===== src/hdl/ctab_pkg.sv =====
// ----------------------------------------------------------------------------
// ctab_pkg
// Shared types, op codes and helpers for the cigar to aligned blocks block.
// ----------------------------------------------------------------------------
package ctab_pkg;

	localparam int OpW    = 4;
	localparam int LenW   = 28;
	localparam int PosW   = 32;
	localparam int QDepth = 4;
	localparam int QPtrW  = $clog2(QDepth);
	localparam int QCntW  = $clog2(QDepth + 1);

	localparam logic [OpW-1:0] OP_MATCH = 4'd0;
	localparam logic [OpW-1:0] OP_DEL   = 4'd2;
	localparam logic [OpW-1:0] OP_SKIP  = 4'd3;
	localparam logic [OpW-1:0] OP_SOFT  = 4'd4;
	localparam logic [OpW-1:0] OP_HARD  = 4'd5;

	typedef enum logic [1:0] {
		KIND_NONE,
		KIND_MATCH,
		KIND_DEL,
		KIND_CLIP
	} kind_t;

	typedef struct packed {
		kind_t             kind;
		logic              after_skip;
		logic              first;
		logic              last;
		logic [LenW-1:0]   len;
		logic [LenW-1:0]   skip_len;
		logic [LenW:0]     skip_sum;
	} item_t;

	typedef struct packed {
		logic full;
		logic empty;
	} q_status_t;

	typedef struct packed {
		logic [PosW-1:0] block_start;
		logic [PosW-1:0] block_length;
		logic            read_done;
		logic            read_clipped;
		logic            no_blocks;
	} res_t;

	function automatic logic [PosW-1:0] sat_add(input logic [PosW-1:0] a,
	                                            input logic [PosW-1:0] b);
		logic [PosW:0] s;
		s = {1'b0, a} + {1'b0, b};
		return s[PosW] ? {PosW{1'b1}} : s[PosW-1:0];
	endfunction

endpackage


===== src/hdl/ctab_front.sv =====
// ----------------------------------------------------------------------------
// ctab_front
// Accepts cigar words, classifies the op and tracks a preceding skip.
// ----------------------------------------------------------------------------
module ctab_front import ctab_pkg::*; (
	input  logic             clk,
	input  logic             arst_n,
	input  logic             in_valid,
	output logic             in_stall,
	input  logic [OpW-1:0]   op_code,
	input  logic [LenW-1:0]  op_length,
	input  logic             first_op,
	input  logic             last_op,
	input  logic             q_full,
	output logic             push,
	output item_t            push_item
);

	logic            prev_skip_q;
	logic [LenW-1:0] prev_len_q;
	kind_t           kind;

	assign in_stall = q_full;
	assign push     = in_valid && !q_full;

	always_comb begin
		unique case (op_code) inside
			OP_MATCH:         kind = KIND_MATCH;
			OP_DEL:           kind = KIND_DEL;
			OP_SOFT, OP_HARD: kind = KIND_CLIP;
			default:          kind = KIND_NONE;
		endcase
	end

	always_comb begin
		push_item.kind       = kind;
		push_item.after_skip = prev_skip_q && !first_op;
		push_item.first      = first_op;
		push_item.last       = last_op;
		push_item.len        = op_length;
		push_item.skip_len   = prev_len_q;
		push_item.skip_sum   = {1'b0, prev_len_q} + {1'b0, op_length};
	end

	always_ff @(posedge clk or negedge arst_n) begin
		if (!arst_n) begin
			prev_skip_q <= 1'b0;
			prev_len_q  <= '0;
		end else if (push) begin
			prev_skip_q <= (op_code == OP_SKIP) && !last_op;
			prev_len_q  <= op_length;
		end
	end

endmodule


===== src/hdl/ctab_queue.sv =====
// ----------------------------------------------------------------------------
// ctab_queue
// Short queue of classified items between the front and the back.
// ----------------------------------------------------------------------------
module ctab_queue import ctab_pkg::*; (
	input  logic      clk,
	input  logic      arst_n,
	input  logic      push,
	input  item_t     push_item,
	input  logic      pop,
	output item_t     head,
	output q_status_t status
);

	item_t            mem_q [QDepth];
	logic [QPtrW-1:0] wr_ptr_q;
	logic [QPtrW-1:0] rd_ptr_q;
	logic [QCntW-1:0] count_q;

	assign head         = mem_q[rd_ptr_q];
	assign status.full  = (count_q == QCntW'(QDepth));
	assign status.empty = (count_q == '0);

	always_ff @(posedge clk) begin
		if (push) begin
			mem_q[wr_ptr_q] <= push_item;
		end
	end

	always_ff @(posedge clk or negedge arst_n) begin
		if (!arst_n) begin
			wr_ptr_q <= '0;
			rd_ptr_q <= '0;
			count_q  <= '0;
		end else begin
			if (push) begin
				wr_ptr_q <= wr_ptr_q + 1'b1;
			end
			if (pop) begin
				rd_ptr_q <= rd_ptr_q + 1'b1;
			end
			if (push && !pop) begin
				count_q <= count_q + 1'b1;
			end else if (pop && !push) begin
				count_q <= count_q - 1'b1;
			end
		end
	end

endmodule


===== src/hdl/ctab_back.sv =====
// ----------------------------------------------------------------------------
// ctab_back
// Holds the open block, applies each item and drives the result register.
// ----------------------------------------------------------------------------
module ctab_back import ctab_pkg::*; (
	input  logic      clk,
	input  logic      arst_n,
	input  item_t     head,
	input  logic      q_empty,
	output logic      pop,
	output logic      out_valid,
	input  logic      out_stall,
	output res_t      out_res
);

	logic            block_open_q;
	logic [PosW-1:0] open_start_q;
	logic [PosW-1:0] open_len_q;
	logic [PosW-1:0] open_end_q;
	logic            clip_q;
	logic            out_valid_q;
	res_t            out_q;
	logic            pend_valid_q;
	res_t            pend_q;

	logic            bo;
	logic            clip_eff;
	logic            nxt_open;
	logic [PosW-1:0] nxt_start;
	logic [PosW-1:0] nxt_len;
	logic [PosW-1:0] nxt_end;
	logic            nxt_clip;
	logic            split;
	logic            has_res;
	logic            out_free;
	logic [PosW-1:0] len_ext;
	logic [PosW-1:0] add_len;
	logic [PosW-1:0] add_end;
	logic [PosW-1:0] skip_start;
	logic [PosW-1:0] skip_end;
	res_t            res_a;
	res_t            res_f;

	assign len_ext    = PosW'(head.len);
	assign add_len    = sat_add(open_len_q, len_ext);
	assign add_end    = sat_add(open_end_q, len_ext);
	assign skip_start = sat_add(open_end_q, PosW'(head.skip_len));
	assign skip_end   = sat_add(open_end_q, PosW'(head.skip_sum));

	always_comb begin
		bo        = block_open_q && !head.first;
		clip_eff  = clip_q && !head.first;
		nxt_open  = bo;
		nxt_start = open_start_q;
		nxt_len   = open_len_q;
		nxt_end   = open_end_q;
		nxt_clip  = clip_eff || (head.kind == KIND_CLIP);
		split     = 1'b0;
		case (head.kind)
			KIND_MATCH: begin
				if (!bo) begin
					nxt_open  = 1'b1;
					nxt_start = '0;
					nxt_len   = len_ext;
					nxt_end   = len_ext;
				end else if (head.after_skip) begin
					split     = 1'b1;
					nxt_start = skip_start;
					nxt_len   = len_ext;
					nxt_end   = skip_end;
				end else begin
					nxt_len = add_len;
					nxt_end = add_end;
				end
			end
			KIND_DEL: begin
				if (bo) begin
					nxt_len = add_len;
					nxt_end = add_end;
				end
			end
			default: begin
			end
		endcase

		res_a.block_start  = open_start_q;
		res_a.block_length = open_len_q;
		res_a.read_done    = 1'b0;
		res_a.read_clipped = clip_eff;
		res_a.no_blocks    = 1'b0;

		res_f.block_start  = nxt_open ? nxt_start : '0;
		res_f.block_length = nxt_open ? nxt_len : '0;
		res_f.read_done    = 1'b1;
		res_f.read_clipped = nxt_clip;
		res_f.no_blocks    = !nxt_open;
	end

	assign has_res   = split || head.last;
	assign out_free  = !out_valid_q || !out_stall;
	assign pop       = !q_empty && !pend_valid_q && (out_free || !has_res);
	assign out_valid = out_valid_q;
	assign out_res   = out_q;

	always_ff @(posedge clk) begin
		if (out_free) begin
			if (pend_valid_q) begin
				out_q <= pend_q;
			end else if (pop && split) begin
				out_q <= res_a;
			end else if (pop && head.last) begin
				out_q <= res_f;
			end
		end
		if (pop) begin
			pend_q       <= res_f;
			open_start_q <= nxt_start;
			open_len_q   <= nxt_len;
			open_end_q   <= nxt_end;
		end
	end

	always_ff @(posedge clk or negedge arst_n) begin
		if (!arst_n) begin
			block_open_q <= 1'b0;
			clip_q       <= 1'b0;
			out_valid_q  <= 1'b0;
			pend_valid_q <= 1'b0;
		end else begin
			if (out_free) begin
				if (pend_valid_q) begin
					out_valid_q  <= 1'b1;
					pend_valid_q <= 1'b0;
				end else begin
					out_valid_q <= pop && has_res;
				end
			end
			if (pop) begin
				pend_valid_q <= split && head.last;
				block_open_q <= nxt_open && !head.last;
				clip_q       <= nxt_clip && !head.last;
			end
		end
	end

endmodule


===== src/hdl/cigar_to_aligned_blocks.sv =====
// ----------------------------------------------------------------------------
// cigar_to_aligned_blocks
// Turns a stream of cigar words into aligned blocks relative to read start.
// ----------------------------------------------------------------------------
// Input channel (in_valid / in_stall) carries one cigar op per transaction:
// op_code, op_length and the first_op / last_op marks of a read.
// Output channel (out_valid / out_stall) carries one aligned block per
// transaction with read_done on the final block of a read, read_clipped
// and no_blocks for a read that ended without any block.
// A front stage classifies each op and remembers a preceding skip, a
// four-entry queue decouples it from the back stage, which holds the open
// block and keeps start, length and end as saturating 32-bit values.
// Input ops pass through the queue; the back stage registers each result.
// Throughput is one op per cycle while no stall holds the flow; a match
// after a skip on the last op of a read yields two results, and no op is
// popped until the second one reaches the output register. While
// out_stall is high results hold and the queue fills; in_stall rises once
// the queue is full. Reset empties the queue, closes the open block and
// clears out_valid; no result is pending after reset.
// ----------------------------------------------------------------------------
module cigar_to_aligned_blocks import ctab_pkg::*; (
	input  logic             clk,
	input  logic             arst_n,
	input  logic             in_valid,
	output logic             in_stall,
	input  logic [OpW-1:0]   op_code,
	input  logic [LenW-1:0]  op_length,
	input  logic             first_op,
	input  logic             last_op,
	output logic             out_valid,
	input  logic             out_stall,
	output logic [PosW-1:0]  block_start,
	output logic [PosW-1:0]  block_length,
	output logic             read_done,
	output logic             read_clipped,
	output logic             no_blocks
);

	logic      push;
	item_t     push_item;
	logic      pop;
	item_t     head;
	q_status_t q_status;
	res_t      out_res;

	ctab_front u_front (
		.clk       (clk),
		.arst_n    (arst_n),
		.in_valid  (in_valid),
		.in_stall  (in_stall),
		.op_code   (op_code),
		.op_length (op_length),
		.first_op  (first_op),
		.last_op   (last_op),
		.q_full    (q_status.full),
		.push      (push),
		.push_item (push_item)
	);

	ctab_queue u_queue (
		.clk       (clk),
		.arst_n    (arst_n),
		.push      (push),
		.push_item (push_item),
		.pop       (pop),
		.head      (head),
		.status    (q_status)
	);

	ctab_back u_back (
		.clk       (clk),
		.arst_n    (arst_n),
		.head      (head),
		.q_empty   (q_status.empty),
		.pop       (pop),
		.out_valid (out_valid),
		.out_stall (out_stall),
		.out_res   (out_res)
	);

	assign block_start  = out_res.block_start;
	assign block_length = out_res.block_length;
	assign read_done    = out_res.read_done;
	assign read_clipped = out_res.read_clipped;
	assign no_blocks    = out_res.no_blocks;

endmodule

===== config.mk =====
export PLATFORM = sky130hd
export DESIGN_NAME = cigar_to_aligned_blocks
export DESIGN_NICKNAME = d
export VERILOG_FILES = /design/src/hdl/ctab_pkg.sv /design/src/hdl/ctab_front.sv /design/src/hdl/ctab_queue.sv /design/src/hdl/ctab_back.sv /design/src/hdl/cigar_to_aligned_blocks.sv
export SDC_FILE = /design/constraint.sdc
export NUM_CORES = 1
export LEC_CHECK = 0
export ABC_CLOCK_PERIOD_IN_PS = 7100
export BUFFER_PORTS_ARGS = -buffer_cell sky130_fd_sc_hd__buf_2
export CAP_MARGIN = 25
export CELL_PAD_IN_SITES_DETAIL_PLACEMENT = 1
export CELL_PAD_IN_SITES_GLOBAL_PLACEMENT = 1
export CORE_MARGIN = 2
export CORE_UTILIZATION = 40
export DETAILED_ROUTE_END_ITERATION = 7
export PLACE_DENSITY = 0.6
export RECOVER_POWER = 25
export SYNTH_ARGS = -nofsm -noshare
export SYNTH_HDL_FRONTEND = slang
export SYNTH_HIERARCHICAL = 1
export SYNTH_SLANG_ARGS = --single-unit

===== constraint.sdc =====
create_clock -name clk -period 7.1 [get_ports clk]
set_input_delay 0.71 -clock clk [delete_from_list [all_inputs] [get_ports clk]]
set_output_delay 0.71 -clock clk [all_outputs]
set_load 0.05 [all_outputs]

==> summary.txt <==
Floorplan
  – Floorplan core area: 80800 µm²
  – Full die area: 84200 µm²
  – Effective utilization at floorplan: 40.5%
  – Die span in y: 290 µm
  – # IOs: 107
  – Site Rows: 104
  – Die X-Extent: 290 µm

Final layout
  – Filler Cells Inserted: 8299
  – Most common cell after layout, fill and taps aside: edfxtp_1
  – Post-route insts no fill: 3751
  – Share of layout cells above drive strength 1: 13.7%
  – Most frequent cells in the layout: edfxtp_1 (589), a21oi_1 (217), nand2_1 (202)
  – Synth-to-Final Area Change: 11.6%
  – Number of nets at the end of the flow: 2824

CTS
  – Number of gates given a new drive strength after cts: 0
  – CTS Hold Buffers Added: 0
  – Total number of H-tree levels: 3
  – Number of buffers created by CTS: 73
  – Clock insertion delay at the later pin of the skew report: 640 ps
  – Postcts setup bufs: 0
  – CTS Sinks: 629
  – Maximum number of buffers from clock root to sink: 3
  – Clock slew at the register clock pins of the worst setup and hold paths: 60 ps
  – Clock tree from TritonCTS: yes
  – Clock Tree Root: clkbuf_16

Placement
  – Quantity of I/O buffers inserted on ports: 106
  – GP Congestion: 0.874
  – Cells after DPL: 3614
  – Setup Slack @ Placement: 1430 ps
  – HPWL after detailed placement: 70700 µm

Synthesis
  – Area share of the largest cell type after synthesis: 54.0%
  – Number of nets in the synthesized netlist: 2735
  – Unique cell type count in the Yosys netlist: 86
  – Fraction of registers with async set/reset: 6.36%
  – Cell type contributing the most total cell area after synthesis: edfxtp_1
  – Number of enable flip-flop cells after synthesis: 589
  – Top cells by area in the synthesized netlist: edfxtp_1 (54%), mux4_2 (6.2%), ha_1 (5.7%)
  – Syn Std Cell Area: 32800 µm²
  – Top flip-flop cell by instance count after synthesis: edfxtp_1
  – Flip-flop and latch count after synthesis: 629
  – Number of warnings printed during yosys synthesis: 6
  – Synth Instances: 2542
  – Mean cell area of the mapped netlist: 12.9 µm²
  – Register area share after synthesis: 57.0%

STA
  – Final worst slack: 1500 ps
  – Setup tns final: 0 ps
  – Final cycle utilization of the critical path: 78.8%
  – Final setup skew: 31.0 ps
  – Max transition margin: -127%
  – Final count of negative-setup-slack endpoints: 0
  – Post-layout min period: 5600 ps
  – Worst hold-check slack: 366 ps
  – Final Hold Fails: 0
  – Highest clock rate: 179 MHz
  – Final max-slew violation count: 80
  – Tightest Pin Transition: 3400 ps
  – Unrepaired setup endpoints after global routing: no

Drt
  – Mean number of vias per cell: 5.90
  – Routed wire length: 99300 µm
  – Routed length per placed instance: 26.5 µm
  – Count of TritonRoute iterations in the first routing pass: 7
  – DRC: 0
  – Vias after detailed routing: 22136
  – Antenna-violating nets left: 0
  – DRT iter0 DRCs: 1504

Setup path
  – Slowest cell delay on critical path: 820 ps
  – Required time of the critical path: 7470 ps
  – Cell with the biggest individual delay on the critical path: dfrtp_4
  – Worst Reg2Reg Path Length in Cells: 13
  – Crit path buffers/inverters: 3
  – Kind of end point of the critical path: flip-flop
  – Data arrival time of the critical path: 5970 ps
  – Crit path launch type: flip-flop
  – Depth of the critical timing path with buffers and inverters included: 13
  – Crit Path Class: flip-flop to flip-flop
  – Cells along the critical path: buf_4 > buf_4 > mux4_2 > ha_1 > a21oi_1 > o21ai_0 > or4_4 > o31ai_4 > a21oi_1 > buf_4 > o21ai_0 > a21oi_1 > a221o_1
  – Top cell family by delay on the critical path: compound AO/OA/AOI/OAI gates
  – Maximum fanout count along the critical path: 30

Global route
  – GRT Resource Usage Total: 23.4%
  – Via count of the first global-routing pass: 23178
  – Maximum number of pins on one net before global-route repair: 68
  – First-pass GRT wire length: 149000 µm
  – Number of antenna violations at the first check in global routing: 3
  – Total congestion overflow after global routing: 0

Min path
  – Hold/Removal Path Class: primary input to flip-flop
  – Cell depth of the worst min-delay path: 3

Outcome
  – Status: finished with violations
  – Failing checks: capacitance limit, slew limit

Run
  – Reported max-cap violation count: 2
==> state kept, by name (all words and copies together) (netlist names) <==
register and cells:
u_back/pend_valid_q 1, u_back/open_len_q 32, u_back/out_res 67, u_queue/wr_ptr_q 2, u_back/clip_q 1, u_front/prev_skip_q 1, u_back/open_start_q 32, u_back/pend_q 66
u_front/prev_len_q 28, u_queue/count_q 3, u_queue/rd_ptr_q 2, u_queue/mem_q 360, u_back/out_valid 1, u_back/open_end_q 32, u_back/block_open_q 1
==> worst paths after layout <==
| path | slack [ps] | start | end |
|---|---|---|---|
| worst max-delay path | 1500 | u_queue/rd_ptr_q[0]$_DFFE_PN0P_ | u_back/out_res[22]$_DFFE_PP_ |
| worst min-delay path | 370 | out_stall | u_back/pend_valid_q$_DFFE_PN0P_ |
| worst max register to register | 1500 | u_queue/rd_ptr_q[0]$_DFFE_PN0P_ | u_back/out_res[22]$_DFFE_PP_ |
| worst min register to register | 480 | u_back/clip_q$_DFFE_PN0P_ | u_back/clip_q$_DFFE_PN0P_ |
| max in group asynchronous | 3350 | arst_n | u_queue/rd_ptr_q[1]$_DFFE_PN0P_ |
| min in group asynchronous | 1330 | arst_n | u_queue/wr_ptr_q[1]$_DFFE_PN0P_ |
==> cell usage after synthesis (18+ instances only) <==
| cell | instances |
|---|---|
| mux2_2 | 30 |
| nor3_1 | 21 |
| mux4_2 | 90 |
| nand3_1 | 66 |
| ha_1 | 149 |
| nand4_1 | 22 |
| a221o_1 | 41 |
| buf_4 | 32 |
| xnor2_1 | 71 |
| clkbuf_1 | 71 |
| a31oi_1 | 23 |
| a22oi_1 | 28 |
| nor3b_1 | 40 |
| nand2_1 | 202 |
| dfrtp_1 | 40 |
| xor2_1 | 46 |
| o21a_1 | 20 |
| a211oi_1 | 18 |
| o21ai_0 | 167 |
| and2_1 | 39 |
| a21oi_1 | 217 |
| a21o_1 | 72 |
| edfxtp_1 | 589 |
| nor2_1 | 110 |
| inv_1 | 61 |
==> tightest hold or removal path, delay by kind of cell <==
family	cells	cell delay [ps]
AOI/OAI and AO/OA	1	70
buffers and inverters	1	100
and+or+nand+nor	1	70
==> cell families (layout without fill, tap and decap cells) <==
logic type               after synthesis  after routing  share of synthesized area [%]
AO/OA/AOI/OAI                        736            736                           14.8
flip-flops                           629            629                           57.0
AND/OR/NAND/NOR                      580            580                           8.64
buffers and inverters                199            347                           2.93
adder cells (fa/ha/maj)              155            155                           6.06
multiplexers                         126            126                           7.40
XOR/XNOR                             117            117                           3.13
other                                  0              1                              0
==> per-layer routing <==
| metal | global-route usage [%] | part of all wire [%] | up-vias |
|---|---|---|---|
| met5 | 0 | 0 | - |
| met4 | 6.08 | 2.3 | 0 |
| met3 | 2.91 | 4.0 | 131 |
| met2 | 40.2 | 49 | 510 |
| met1 | 31.5 | 45 | 11433 |
| li1 | - | - | 10062 |
==> stage by stage <==
step                instance area [µm²]  utilization (%)
floorplan                         32800                -
global placement                  34300             42.4
detailed placement                34300             42.4
CTS                               36600             45.3
global route                      36600             45.3
finish                            36600             45.3
==> area by class of cell <==
cell class	count	area [µm²]	share of cell area, %
Clock buffer	99	1950	5.34
Multi-Input combinational cell	1714	13200	36.0
Sequential cell	629	18700	51.1
Timing Repair Buffer	150	773	2.11
Clock inverter	35	390	1.07
Tap cell	1060	1330	3.63
Inverter	63	241	0.660
Antenna cell	1	2.50	0.00684
Power is not shown: default switching activity piles up to over one toggle a cycle in this logic, so the estimate is an artifact.
